<file path="src/sv/ledbms_pkg.sv">
package ledbms_pkg;

  // Default build parameters.
  localparam int SINE_TABLE_SIZE_DEF = 1024;
  localparam int FADE_STEP_DEF = 50;

  // Duty range limits.
  localparam logic [11:0] DUTY_MAX = 12'd4095;
  localparam logic [11:0] DUTY_MID = 12'd2047;

  // Scale of the rational sine numerator (16 * 2047).
  localparam int MAG_K_W = 15;
  localparam logic [MAG_K_W-1:0] MAG_K = 15'd32752;

  // Quotient width of the shared divider. The phase stays below the
  // table size and the sine magnitude stays below 2048.
  localparam int DIV_QW = 12;

  // Operating modes, also the encoding of mode_select and mode_after.
  typedef enum logic [2:0] {
    MODE_OFF      = 3'd0,
    MODE_ON       = 3'd1,
    MODE_FADE_IN  = 3'd2,
    MODE_FADE_OUT = 3'd3,
    MODE_SINE     = 3'd4
  } mode_t;

  // Register word indexes on the configuration port.
  typedef enum logic [1:0] {
    REG_MODE_SELECT   = 2'd0,
    REG_ON_DUTY       = 2'd1,
    REG_FADE_INTERVAL = 2'd2,
    REG_SINE_PERIOD   = 2'd3
  } reg_idx_t;

  // Sequencer states of the update engine.
  typedef enum logic [2:0] {
    ST_IDLE,
    ST_LOAD,
    ST_PHASE_GO,
    ST_PHASE_WAIT,
    ST_WMUL,
    ST_MAG_GO,
    ST_MAG_WAIT,
    ST_EMIT
  } fsm_state_t;

  // One record of persistent sequencer state held in the state memory.
  typedef struct packed {
    logic [11:0] duty_level;
    logic [31:0] last_tick;
    logic [15:0] sine_step;
  } state_rec_t;

  // Configuration values and the mode load strobe.
  typedef struct packed {
    logic        mode_wr;
    logic [2:0]  mode_val;
    logic [11:0] on_duty;
    logic [31:0] fade_interval;
    logic [15:0] sine_period;
  } cfg_bus_t;

endpackage

</file>
<file path="src/sv/led_brightness_mode_sequencer_core.sv">
// Channel   Direction  Ports                                   Transaction
// in        input      in_valid, in_stall, in_tick_now         one update call
// out       output     out_valid, out_stall, out_duty_out,     one duty result
//                      out_mode_after
// cfg       input      psel, penable, pwrite, paddr, pwdata,   one register access
//                      prdata, pready
//
// Off, on and due fade updates pass through the idle, load and emit states; a fade update
// that is not yet due, or one in an unused mode, ends after load and gives no result.
// A sine update makes two passes through the shared divider, first for the phase index
// and then for the sine magnitude, before it reaches the emit state.
// Reset clears the control state; the state memory reads as zero until its
// first write, so there is no clearing pass.
// A finished result waits in the output register while out_stall is high and
// the next transaction is already accepted; its result waits in turn.
module led_brightness_mode_sequencer_core import ledbms_pkg::*; #(
  parameter int SINE_TABLE_SIZE = SINE_TABLE_SIZE_DEF,
  parameter int FADE_STEP       = FADE_STEP_DEF
) (
  input  logic        clk,
  input  logic        rst_n,
  input  logic        in_valid,
  output logic        in_stall,
  input  logic [31:0] in_tick_now,
  output logic        out_valid,
  input  logic        out_stall,
  output logic [11:0] out_duty_out,
  output logic [2:0]  out_mode_after,
  input  logic        psel,
  input  logic        penable,
  input  logic        pwrite,
  input  logic [3:0]  paddr,
  input  logic [31:0] pwdata,
  output logic [31:0] prdata,
  output logic        pready
);

  localparam int SW    = $clog2(SINE_TABLE_SIZE + 1);
  localparam int W_W   = 2 * SW;
  localparam int NUM_W = W_W + MAG_K_W;
  localparam int DEN_W = W_W + 3;
  localparam int PH_W  = 16 + SW;
  localparam int DVD_W = (NUM_W > PH_W) ? NUM_W : PH_W;
  localparam int DVS_W = (DEN_W > 16) ? DEN_W : 16;

  localparam logic [SW-1:0]    S_C      = SW'(SINE_TABLE_SIZE);
  localparam logic [DEN_W-1:0] DEN_BASE = DEN_W'(5 * SINE_TABLE_SIZE * SINE_TABLE_SIZE);
  localparam logic [12:0]      FADE13   = 13'(FADE_STEP);

  cfg_bus_t   cfg;
  fsm_state_t state_r, state_nxt;
  logic [2:0] mode_r;

  state_rec_t rd_rec, wr_rec;
  logic       mem_rd, mem_wr;

  logic [31:0]    tick_r;
  logic [15:0]    step_r;
  logic [SW-1:0]  a_r;
  logic           neg_r;
  logic [W_W-1:0] w_r;
  logic [11:0]    res_duty_r;
  logic [2:0]     res_mode_r;
  logic           out_valid_r;
  logic [11:0]    out_duty_r;
  logic [2:0]     out_mode_r;

  logic             div_start, div_busy, div_done;
  logic [DVD_W-1:0] div_dvd;
  logic [DVS_W-1:0] div_dvs;
  logic [DIV_QW-1:0] div_quo;

  logic        accept, emit_load;
  logic [31:0] elapsed;
  logic [15:0] per;
  logic [16:0] step_inc;
  logic [15:0] step_next;
  logic [12:0] fin_sum;
  logic        ld_emit, ld_wr, ld_sine;
  logic [2:0]  ld_mode;
  logic [11:0] ld_duty;

  logic [SW:0]   a2;
  logic [10:0]   mag;
  logic [11:0]   sine_duty;

  ledbms_cfg_regs u_cfg (
    .clk     (clk),
    .rst_n   (rst_n),
    .psel    (psel),
    .penable (penable),
    .pwrite  (pwrite),
    .paddr   (paddr),
    .pwdata  (pwdata),
    .prdata  (prdata),
    .pready  (pready),
    .cfg     (cfg)
  );

  ledbms_state_mem u_mem (
    .clk     (clk),
    .rst_n   (rst_n),
    .rd_en   (mem_rd),
    .rd_data (rd_rec),
    .wr_en   (mem_wr),
    .wr_data (wr_rec)
  );

  ledbms_divider #(
    .DVD_W (DVD_W),
    .DVS_W (DVS_W),
    .QW    (DIV_QW)
  ) u_div (
    .clk      (clk),
    .rst_n    (rst_n),
    .start    (div_start),
    .dividend (div_dvd),
    .divisor  (div_dvs),
    .busy     (div_busy),
    .done     (div_done),
    .quotient (div_quo)
  );

  // Update rules applied to the record read back from the state memory.
  always_comb begin
    elapsed   = tick_r - rd_rec.last_tick;
    per       = (cfg.sine_period == 16'd0) ? 16'd1 : cfg.sine_period;
    step_inc  = {1'b0, rd_rec.sine_step} + 17'd1;
    step_next = (step_inc >= {1'b0, per}) ? 16'd0 : step_inc[15:0];
    fin_sum   = {1'b0, rd_rec.duty_level} + FADE13;
    ld_emit   = 1'b0;
    ld_wr     = 1'b0;
    ld_sine   = 1'b0;
    ld_mode   = mode_r;
    ld_duty   = 12'd0;
    wr_rec    = rd_rec;
    case (mode_r)
      MODE_OFF: begin
        ld_emit = 1'b1;
      end
      MODE_ON: begin
        ld_emit           = 1'b1;
        ld_wr             = 1'b1;
        ld_duty           = cfg.on_duty;
        wr_rec.duty_level = cfg.on_duty;
      end
      MODE_FADE_IN: begin
        if (elapsed >= cfg.fade_interval) begin
          ld_emit          = 1'b1;
          ld_wr            = 1'b1;
          wr_rec.last_tick = tick_r;
          if (fin_sum >= {1'b0, DUTY_MAX}) begin
            ld_duty = DUTY_MAX;
            ld_mode = MODE_FADE_OUT;
          end else begin
            ld_duty = fin_sum[11:0];
          end
          wr_rec.duty_level = ld_duty;
        end
      end
      MODE_FADE_OUT: begin
        if (elapsed > cfg.fade_interval) begin
          ld_emit          = 1'b1;
          ld_wr            = 1'b1;
          wr_rec.last_tick = tick_r;
          if ({1'b0, rd_rec.duty_level} <= FADE13) begin
            ld_duty = 12'd0;
            ld_mode = MODE_FADE_IN;
          end else begin
            ld_duty = rd_rec.duty_level - FADE13[11:0];
          end
          wr_rec.duty_level = ld_duty;
        end
      end
      MODE_SINE: begin
        ld_wr            = 1'b1;
        ld_sine          = 1'b1;
        wr_rec.sine_step = step_next;
        wr_rec.last_tick = tick_r;
      end
      default: ;
    endcase
  end

  // Folding of the phase into a half wave and the final sine duty.
  always_comb begin
    a2        = {SW'(div_quo), 1'b0};
    mag       = (div_quo > DUTY_MID) ? DUTY_MID[10:0] : div_quo[10:0];
    sine_duty = neg_r ? (DUTY_MID - {1'b0, mag}) : (DUTY_MID + {1'b0, mag});
  end

  // Next state.
  always_comb begin
    state_nxt = state_r;
    case (state_r)
      ST_IDLE: begin
        if (in_valid) begin
          state_nxt = ST_LOAD;
        end
      end
      ST_LOAD: begin
        if (ld_sine) begin
          state_nxt = ST_PHASE_GO;
        end else if (ld_emit) begin
          state_nxt = ST_EMIT;
        end else begin
          state_nxt = ST_IDLE;
        end
      end
      ST_PHASE_GO:   state_nxt = ST_PHASE_WAIT;
      ST_PHASE_WAIT: begin
        if (div_done) begin
          state_nxt = ST_WMUL;
        end
      end
      ST_WMUL:       state_nxt = ST_MAG_GO;
      ST_MAG_GO:     state_nxt = ST_MAG_WAIT;
      ST_MAG_WAIT: begin
        if (div_done) begin
          state_nxt = ST_EMIT;
        end
      end
      ST_EMIT: begin
        if (emit_load) begin
          state_nxt = ST_IDLE;
        end
      end
      default:       state_nxt = ST_IDLE;
    endcase
  end

  // Control outputs of the sequencer.
  always_comb begin
    in_stall  = (state_r != ST_IDLE);
    accept    = (state_r == ST_IDLE) && in_valid;
    mem_rd    = accept;
    mem_wr    = (state_r == ST_LOAD) && ld_wr;
    div_start = (state_r == ST_PHASE_GO) || (state_r == ST_MAG_GO);
    emit_load = (state_r == ST_EMIT) && (!out_valid_r || !out_stall);
    if (state_r == ST_PHASE_GO) begin
      div_dvd = DVD_W'(step_r) * DVD_W'(SINE_TABLE_SIZE);
      div_dvs = DVS_W'(per);
    end else begin
      div_dvd = DVD_W'(w_r) * DVD_W'(MAG_K);
      div_dvs = DVS_W'(DEN_BASE - (DEN_W'(w_r) << 2));
    end
  end

  // Control registers.
  always_ff @(posedge clk) begin
    if (!rst_n) begin
      state_r     <= ST_IDLE;
      mode_r      <= MODE_OFF;
      out_valid_r <= 1'b0;
    end else begin
      state_r <= state_nxt;
      if (cfg.mode_wr) begin
        mode_r <= cfg.mode_val;
      end else if (state_r == ST_LOAD) begin
        mode_r <= ld_mode;
      end
      if (emit_load) begin
        out_valid_r <= 1'b1;
      end else if (!out_stall) begin
        out_valid_r <= 1'b0;
      end
    end
  end

  // Datapath registers.
  always_ff @(posedge clk) begin
    if (accept) begin
      tick_r <= in_tick_now;
    end
    if (state_r == ST_LOAD) begin
      step_r     <= step_next;
      res_duty_r <= ld_duty;
      res_mode_r <= ld_mode;
    end
    if ((state_r == ST_PHASE_WAIT) && div_done) begin
      if (a2 >= {1'b0, S_C}) begin
        a_r   <= SW'(a2 - {1'b0, S_C});
        neg_r <= 1'b1;
      end else begin
        a_r   <= a2[SW-1:0];
        neg_r <= 1'b0;
      end
    end
    if (state_r == ST_WMUL) begin
      w_r <= W_W'(a_r) * W_W'(S_C - a_r);
    end
    if ((state_r == ST_MAG_WAIT) && div_done) begin
      res_duty_r <= sine_duty;
    end
    if (emit_load) begin
      out_duty_r <= res_duty_r;
      out_mode_r <= res_mode_r;
    end
  end

  assign out_valid      = out_valid_r;
  assign out_duty_out   = out_duty_r;
  assign out_mode_after = out_mode_r;

`ifndef SYNTHESIS
  // The shared divider is never restarted while an operation runs.
  assert property (@(posedge clk) disable iff (!rst_n) div_start |-> !div_busy)
    else $error("divider started while busy");

  // The state record is written back only right after its read.
  assert property (@(posedge clk) disable iff (!rst_n)
    mem_wr |-> $past(accept))
    else $error("state write without a preceding read");

  // The phase index stays inside the sine table.
  assert property (@(posedge clk) disable iff (!rst_n)
    ((state_r == ST_PHASE_WAIT) && div_done) |->
    (32'(div_quo) < 32'(SINE_TABLE_SIZE)))
    else $error("sine phase out of range");

  // A result in off mode always carries zero duty.
  assert property (@(posedge clk) disable iff (!rst_n)
    (emit_load && (res_mode_r == MODE_OFF)) |-> (res_duty_r == 12'd0))
    else $error("nonzero duty in off mode");
`endif

endmodule

</file>
<file path="src/sv/ledbms_cfg_regs.sv">
module ledbms_cfg_regs import ledbms_pkg::*; (
  input  logic        clk,
  input  logic        rst_n,
  input  logic        psel,
  input  logic        penable,
  input  logic        pwrite,
  input  logic [3:0]  paddr,
  input  logic [31:0] pwdata,
  output logic [31:0] prdata,
  output logic        pready,
  output cfg_bus_t    cfg
);

  logic [2:0]  mode_select_r;
  logic [11:0] on_duty_r;
  logic [31:0] fade_interval_r;
  logic [15:0] sine_period_r;
  logic        wr_en;
  reg_idx_t    reg_idx;

  // The access phase completes without wait states.
  assign pready  = 1'b1;
  assign wr_en   = psel && penable && pwrite;
  assign reg_idx = reg_idx_t'(paddr[3:2]);

  // Register writes.
  always_ff @(posedge clk) begin
    if (!rst_n) begin
      mode_select_r   <= 3'd0;
      on_duty_r       <= 12'd0;
      fade_interval_r <= 32'd0;
      sine_period_r   <= 16'd100;
    end else if (wr_en) begin
      case (reg_idx)
        REG_MODE_SELECT:   mode_select_r   <= pwdata[2:0];
        REG_ON_DUTY:       on_duty_r       <= pwdata[11:0];
        REG_FADE_INTERVAL: fade_interval_r <= pwdata;
        REG_SINE_PERIOD:   sine_period_r   <= pwdata[15:0];
        default: ;
      endcase
    end
  end

  // Read data.
  always_comb begin
    case (reg_idx)
      REG_MODE_SELECT:   prdata = {29'd0, mode_select_r};
      REG_ON_DUTY:       prdata = {20'd0, on_duty_r};
      REG_FADE_INTERVAL: prdata = fade_interval_r;
      REG_SINE_PERIOD:   prdata = {16'd0, sine_period_r};
      default:           prdata = 32'd0;
    endcase
  end

  // A mode write also loads the running mode of the sequencer.
  always_comb begin
    cfg.mode_wr       = wr_en && (reg_idx == REG_MODE_SELECT);
    cfg.mode_val      = pwdata[2:0];
    cfg.on_duty       = on_duty_r;
    cfg.fade_interval = fade_interval_r;
    cfg.sine_period   = sine_period_r;
  end

endmodule

</file>
<file path="src/sv/ledbms_state_mem.sv">
module ledbms_state_mem import ledbms_pkg::*; (
  input  logic       clk,
  input  logic       rst_n,
  input  logic       rd_en,
  output state_rec_t rd_data,
  input  logic       wr_en,
  input  state_rec_t wr_data
);

  state_rec_t state_mem_r [1];
  state_rec_t rd_data_r;
  logic       vld_r;

  // The entry reads as all zeros until the first write after reset.
  always_ff @(posedge clk) begin
    if (!rst_n) begin
      vld_r <= 1'b0;
    end else if (wr_en) begin
      vld_r <= 1'b1;
    end
  end

  // Synchronous write port.
  always_ff @(posedge clk) begin
    if (wr_en) begin
      state_mem_r[0] <= wr_data;
    end
  end

  // Synchronous read port; the read data is registered.
  always_ff @(posedge clk) begin
    if (rd_en) begin
      rd_data_r <= vld_r ? state_mem_r[0] : '0;
    end
  end

  assign rd_data = rd_data_r;

endmodule

</file>
<file path="src/sv/ledbms_divider.sv">
module ledbms_divider #(
  parameter int DVD_W = 41,
  parameter int DVS_W = 29,
  parameter int QW    = 12
) (
  input  logic             clk,
  input  logic             rst_n,
  input  logic             start,
  input  logic [DVD_W-1:0] dividend,
  input  logic [DVS_W-1:0] divisor,
  output logic             busy,
  output logic             done,
  output logic [QW-1:0]    quotient
);

  // Restoring division, one quotient bit per cycle, most significant first.
  // The caller guarantees that the quotient fits in QW bits.
  localparam int CW    = (DVD_W > DVS_W + QW - 1) ? DVD_W : DVS_W + QW - 1;
  localparam int CNT_W = $clog2(QW + 1);

  logic [CW-1:0]    rem_r;
  logic [CW-1:0]    dvs_r;
  logic [QW-1:0]    quo_r;
  logic [CNT_W-1:0] cnt_r;
  logic             done_r;
  logic             ge;

  assign busy     = (cnt_r != '0);
  assign done     = done_r;
  assign quotient = quo_r;
  assign ge       = (rem_r >= dvs_r);

  // Iteration count and completion strobe.
  always_ff @(posedge clk) begin
    if (!rst_n) begin
      cnt_r  <= '0;
      done_r <= 1'b0;
    end else begin
      done_r <= busy && (cnt_r == CNT_W'(1));
      if (start) begin
        cnt_r <= CNT_W'(QW);
      end else if (busy) begin
        cnt_r <= cnt_r - CNT_W'(1);
      end
    end
  end

  // Partial remainder, shifted divisor and quotient.
  always_ff @(posedge clk) begin
    if (start) begin
      rem_r <= CW'(dividend);
      dvs_r <= CW'(divisor) << (QW - 1);
      quo_r <= '0;
    end else if (busy) begin
      if (ge) begin
        rem_r <= rem_r - dvs_r;
      end
      quo_r <= {quo_r[QW-2:0], ge};
      dvs_r <= dvs_r >> 1;
    end
  end

endmodule

</file>
<file path="config.mk">
export PLATFORM = sky130hd
export DESIGN_NAME = led_brightness_mode_sequencer_core
export DESIGN_NICKNAME = d
export VERILOG_FILES = /design/src/sv/ledbms_pkg.sv /design/src/sv/led_brightness_mode_sequencer_core.sv /design/src/sv/ledbms_cfg_regs.sv /design/src/sv/ledbms_state_mem.sv /design/src/sv/ledbms_divider.sv
export SDC_FILE = /design/constraint.sdc
export NUM_CORES = 1
export LEC_CHECK = 0
export BUFFER_PORTS_ARGS = -buffer_cell sky130_fd_sc_hd__buf_4
export CORE_UTILIZATION = 25
export DETAILED_ROUTE_END_ITERATION = 16
export HOLD_SLACK_MARGIN = 0.08
export SLEW_MARGIN = 20
export SYNTH_ARGS = -nofsm -noshare
export SYNTH_HDL_FRONTEND = slang
export SYNTH_SLANG_ARGS = --single-unit
</file>
<file path="constraint.sdc">
create_clock -name clk -period 10.7 [get_ports clk]
set_input_delay 0.535 -clock clk [delete_from_list [all_inputs] [get_ports clk]]
set_output_delay 0.535 -clock clk [all_outputs]
set_load 0.02 [all_outputs]
</file>
# [Yosys cells after proc, flatten, opt, wreduce, memory -nomap -nowiden]
# Memories as Yosys holds them, arrays and structs flattened. A register that Yosys moved wholly into a read port is not among the register bits.
# Index checks and enable logic that the tools add are counted.
[totals] inputBits=75 out_inout_bits=50 ram_bits=60 reg_bits=273 memories=1 word_cells=152
[op_classes] n_reduce_logical=33 n_mux=51 multipliers=2 addsub=11 n_eq_ne=20 order_cmp=8 bitwise_logic=1
[memory_table] memory="u_mem.state_mem_r" depth=1 width=60 rd=1 rd_clocked_by_memory_dff=1 write_ports=1 line_no="ledbms_state_mem.sv:10" text="state_rec_t state_mem_r [1];"
[op_table] op="$mux W37" count=4
[op_table] op="$pmux W32 S4" count=1
[op_table] op="$pmux W32 S3" count=1
[op_table] op="$mux W44" count=2
[op_table] op="$mux W12" count=7
[op_table] op="$mux W36" count=2
[op_table] op="$pmux W12 S3" count=2
[op_table] op="$mux W16" count=3
[op_table] op="$ge A37 B36 Y1" count=1
[op_table] op="$sub A37 B36 Y37" count=1
[op_table] op="$mux W3" count=12
[op_table] op="$mul A22 B11 Y33 const B" count=1
[op_table] op="$ge A32 B32 Y1" count=1
[op_table] op="$gt A32 B32 Y1" count=1
[op_table] op="$sub A32 B32 Y32" count=1
[op_table] op="$mux W25" count=1
[op_table] op="$sub A23 B24 Y25 const A" count=1
[op_table] op="$pmux W3 S8" count=1
[op_table] op="$sub A11 B11 Y12 const A" count=2
[op_table] op="$mul A12 B12 Y22" count=1
[op_table] op="$mux W11" count=2
[op_table] op="$add A16 B1 Y17 const B" count=1
[op_table] op="$ge A17 B16 Y1" count=1
[op_table] op="$logic_not A16 Y1" count=1
[op_table] op="other kinds (33)" count=75

# [Logic depth before layout (Yosys ltp)]
[depth] ltp_word=7 mapped_depth=27 mapped_depth_nobuf=25

# [Cells and area by module]
# A second synthesis with hierarchy kept.
[unflattened] hier_cells=3227 area_unflattened_um2=31453.9
[by_module_without_submodules] module="led_brightness_mode_sequencer_core" cells_each=2046 n_inst=1 seq_area_each_um2=3413.3 area_per_inst_um2=18476.5
[by_module_without_submodules] module="ledbms_divider" cells_each=687 n_inst=1 seq_area_each_um2=2422.3 area_per_inst_um2=5983.2
[by_module_without_submodules] module="ledbms_state_mem" cells_each=188 n_inst=1 seq_area_each_um2=3623.5 area_per_inst_um2=4111.4
[by_module_without_submodules] module="ledbms_cfg_regs" cells_each=306 n_inst=1 seq_area_each_um2=1261.2 area_per_inst_um2=2882.8

# [Least setup slack after synthesis]
# OpenSTA, ideal clock, no wires.
[synth_path] path_kind="register -> register" start="register tick_r[0]" end="memory u_mem.state_mem_r[0][0] (netlist name), enable pin" required_time_ns=10.201 path_buffers=1 arrival_time_ns=7.248 path_slack_ns=2.953 setup_time_ns=0.499 synth_period_minus_slack_ns=7.747 stages_incl_launch_ff=23 path_cell_list="edfxtp_1 -> inv_1 -> ha_1 -> inv_1 -> fa_1 -> a21o_1 -> a21o_1 -> a21oi_1 -> o31ai_1 -> a311oi_2 -> a211oi_1 -> nor3_1 -> o31ai_1 -> a211oi_1 -> nor3_1 -> ha_1 -> nand4_1 -> nor4_1 -> o21ai_1 -> a21o_1 -> o22a_1 -> buf_2 -> a21oi_1"
[synth_between] elab_chain_len=7 word_cells_on_any_way=9 cone_classes="add/sub: 1; order compare: 2; mux: 5; reduce/logical: 1"
[synth_lines] item="from (decl)" line_no="led_brightness_mode_sequencer_core.sv:57" text="logic [31:0] tick_r;"
[synth_lines] item="from (signal assigned)" line_no="led_brightness_mode_sequencer_core.sv:273" text="tick_r <= in_tick_now;"
[synth_lines] item="$sub A32 B32 Y32 *" line_no="led_brightness_mode_sequencer_core.sv:126" text="elapsed = tick_r - rd_rec.last_tick;"
[synth_lines] item="$gt A32 B32 Y1 / $ge A32 B32 Y1 (equally long branches)" line_no="led_brightness_mode_sequencer_core.sv:162, led_brightness_mode_sequencer_core.sv:148"
[synth_lines] item="$mux W1 (on tied branches)" line_no="led_brightness_mode_sequencer_core.sv:162, led_brightness_mode_sequencer_core.sv:148"
[synth_lines] item="$pmux W1 S3 *" line_no="led_brightness_mode_sequencer_core.sv:137" text="case (mode_r)"
[synth_lines] item="$logic_and A1 B1 Y1 *" line_no="led_brightness_mode_sequencer_core.sv:237" text="mem_wr = (state_r == ST_LOAD) && ld_wr;"
[synth_lines] item="via mem_wr" line_no="led_brightness_mode_sequencer_core.sv:55" text="logic mem_rd, mem_wr;"
[synth_lines] item="$mux W1 *" line_no="ledbms_state_mem.sv:25" text="if (wr_en) begin"
[synth_lines] item="$mux W1 (implied by the code) *" line_no="ledbms_state_mem.sv:26" text="state_mem_r[0] <= wr_data;"
[synth_lines] item="to (decl)" line_no="ledbms_state_mem.sv:10"
# The timed path passes the listed nets; every way through them passes the cells marked *.

# [Worst setup path after layout]
[layout_path] start="register tick_r[1]" end="memory u_mem.state_mem_r[0][46] (netlist name), enable pin"
# Same word-level chain as after synthesis.

==> metrics <==
outcome=finished clean; Routed Antenna Nets=0; final worst slack=~3.4 ns; vias in the first global route=approximately 22000; Compound-Gate Fraction of Synth Area=approximately 13%; commonest non-fill, non-tap cell in the layout=inv_1; post-place setup slack=3.147 ns; post-synthesis mux area share=under 10%; Distinct cells, synth=83; Final Cycle Share=about 68%; ant diodes=0; simple-gate share of the synthesized area=between 10% and 20%; main combinational cell family by area after synthesis=adder cells; Synth Warn #=0; Post-synth EDFFs=just under 300; Post-Syn Area=around 30000 sq um; share of synthesized registers carrying an async set or reset=0%; Syn Nets=3613; TritonCTS Sinks=390; drt total wl=around 75000 um; hold endpoint=tick_r[31]; die area=122100 sq um; critical path launch point type=flip-flop; Tmin final=around 7.3 ns; largest net degree at the start of global routing=slightly below 70; clock transition at the registers of the reported paths=0.06 ns; reg2reg setup slack=3.45 ns; RSZ-0062 raised after global routing=false; layout cells sized above 1=approximately 9.2%; Critical Path RT=about 11 ns; Initial DRC Count=1322; critical path class=reg2reg; Die Y=349.4 um; Post-Synth Adder-Cell Area=approximately a quarter; DR vias=between 20000 and 25000; total track usage=between 10% and 20%; # DRC=0; initial antenna violation count=1; Slew headroom=between 20% and 30%; Die Span X=about 350 um; Avg Cell Area, Syn=~10 sq um; worst-margin pin slew=1.101 ns; Seq/Total Area, Yosys=between 30% and 40%; Cells after Synth=about 3000; Worst R2R End=u_mem.state_mem_r[0][46]; Hold WC Path Type=in2reg; Num CTS Buffers=47; Final Hold Fails=0; setup_tns=0 ns; Area Growth Syn to Fin=14.92%; Final #Nets=3711; Critical Path End Type=flip-flop; num rows=between 100 and 150; Critical Path AT=around 7.5 ns; first-pass GRT wire length=between 100000 and 150000 um; Clk Latency, worst-skew pair=about 0.6 ns; XOR/XNOR share of the synthesized area=under 10%; hold path start=in_tick_now[31]; max_cap viols=0; hold path cells=1; clock buffer depth=3; CTS tree=yes; FF-to-FF Start=tick_r[1]; I/O pin cnt=around 130; top_reg_cell synth=edfxtp_1; FMAX=approximately 140 MHz; most frequent cells in the layout=392 x inv_1, 332 x nand2_1, 291 x edfxtp_1, 287 x ha_1; root buf cell=clkbuf_16; clk_skew=between 0.02 and 0.03 ns; Port Buffers=around 120; H-tree Lvls=2; DP HPWL=57050 um; crit-path max FO=34; max-slew violations=0; initial core utilization=between 20 and 30%; Yosys reg bits=roughly 400; number of cells on the worst reg-to-reg path=19; Placeable Area=119800 sq um; Setup-failing EPs final=0; Placer Congestion=~0.9; DR vias/cell=between 4 and 5; drt first pass iters=5; routed length per instance=around 16 um; GRT overflow=0
-- metal layers --
metal  track usage [%]  wire (um)  vias up
li1                  -          -    10673
met1             16.56      34080    10705
met2             19.86      34400      550
met3             1.882       4187      125
met4             4.117       2443        2
met5                 0          9        -
-- timing repair --
action,in CTS,in global routing
endpoints found under the hold margin,13,0
setup buffers,0,0
hold buffers,13,0
resized for setup,0,0
-- sequential cells by signal (all words and copies together) (netlist names), 16 cells and up --
signal                 count
w_r                       20
u_cfg.fade_interval_r     32
u_div.rem_r               37
tick_r                    32
u_cfg.sine_period_r       16
u_mem.state_mem_r         60
step_r                    16
u_mem.rd_data             60
u_div.dvs_r               36
-- area by class of cell --
cell class | count | area, sq um
Timing Repair Buffer | 151 | 1186
Clock buffer | 60 | 1371
Inverter | 394 | 1481
Fill cell | 12549 | 85140
Tap cell | 1612 | 2017
Sequential cell | 390 | 10720
Clock inverter | 28 | 257.7
Multi-Input combinational cell | 2165 | 17640
-- cells in the mapped netlist (40+ instances only) --
library cell  count  share of area (%)
a21o_1           54                1.3
a21oi_1         202                3.4
and2_1          101                2.1
clkbuf_1         88                1.1
dfxtp_1          99                6.6
edfxtp_1        291                 29
fa_1            200                 13
ha_1            287                 12
inv_1           393                4.9
nand2_1         335                4.2
nand2b_1         53                1.1
nor2_1          140                1.7
nor2b_1          61                1.3
nor3_1           43               0.71
o21ai_0         103                1.7
xnor2_1         102                3.0
xor2_1           40                1.2
-- cells by family (layout without fill, tap and decap cells) --
kind of cell,count (synthesis),after routing
AND/OR/NAND/NOR,890,890
XOR/XNOR,142,142
flip-flops,390,390
buffers and inverters,496,633
adder cells (fa/ha/maj),487,487
AO/OA/AOI/OAI,602,602
multiplexers,43,43
other,1,1
-- how the worst max path moves through the flow --
stage          startpoint                        to  slack (ns)  cells past startpoint
2_1_floorplan   tick_r[0]   u_mem.state_mem_r[0][0]        2.95                     22
3_3_place_gp    tick_r[1]  u_mem.state_mem_r[0][47]        3.29                     19
3_5_place_dp    tick_r[1]  u_mem.state_mem_r[0][29]        3.15                     19
4_1_cts         tick_r[1]  u_mem.state_mem_r[0][41]        3.09                     19
5_1_grt         tick_r[1]  u_mem.state_mem_r[0][42]        2.89                     19
6_report        tick_r[1]  u_mem.state_mem_r[0][46]        3.45                     19
-- worst max-delay path: stages (launching register included) --
cell and delay (ns):
edfxtp_1 0.45, ha_1 0.30, nor2b_1 0.16, o31a_1 0.19
o31a_1 0.25, a21oi_2 0.11, o41ai_1 0.78, o211a_1 0.34
a41oi_2 0.19, o211ai_1 0.28, a2111o_1 0.19, o211ai_1 0.10
ha_1 0.34, nand4_1 0.14, nor4_1 0.60, o21ai_1 0.23
a21o_1 0.30, o22a_2 0.58, a21oi_4 0.73, buf_4 0.58
-- per-stage QoR --
step	area (sq um)	hold WS [ns]	std cells	utilization (%)
after floorplan	30170	0.4003	3051	-
after global placement	32870	0.4031	4698	27.43
after CTS	34640	0.08009	4799	28.91
final	34680	0.1141	4800	28.94
after global routing	34680	0.09085	4800	28.94
after detailed placement	32880	0.4045	4698	27.44
Power is not shown: default switching activity piles up to over one toggle a cycle in this logic, so the estimate is an artifact.
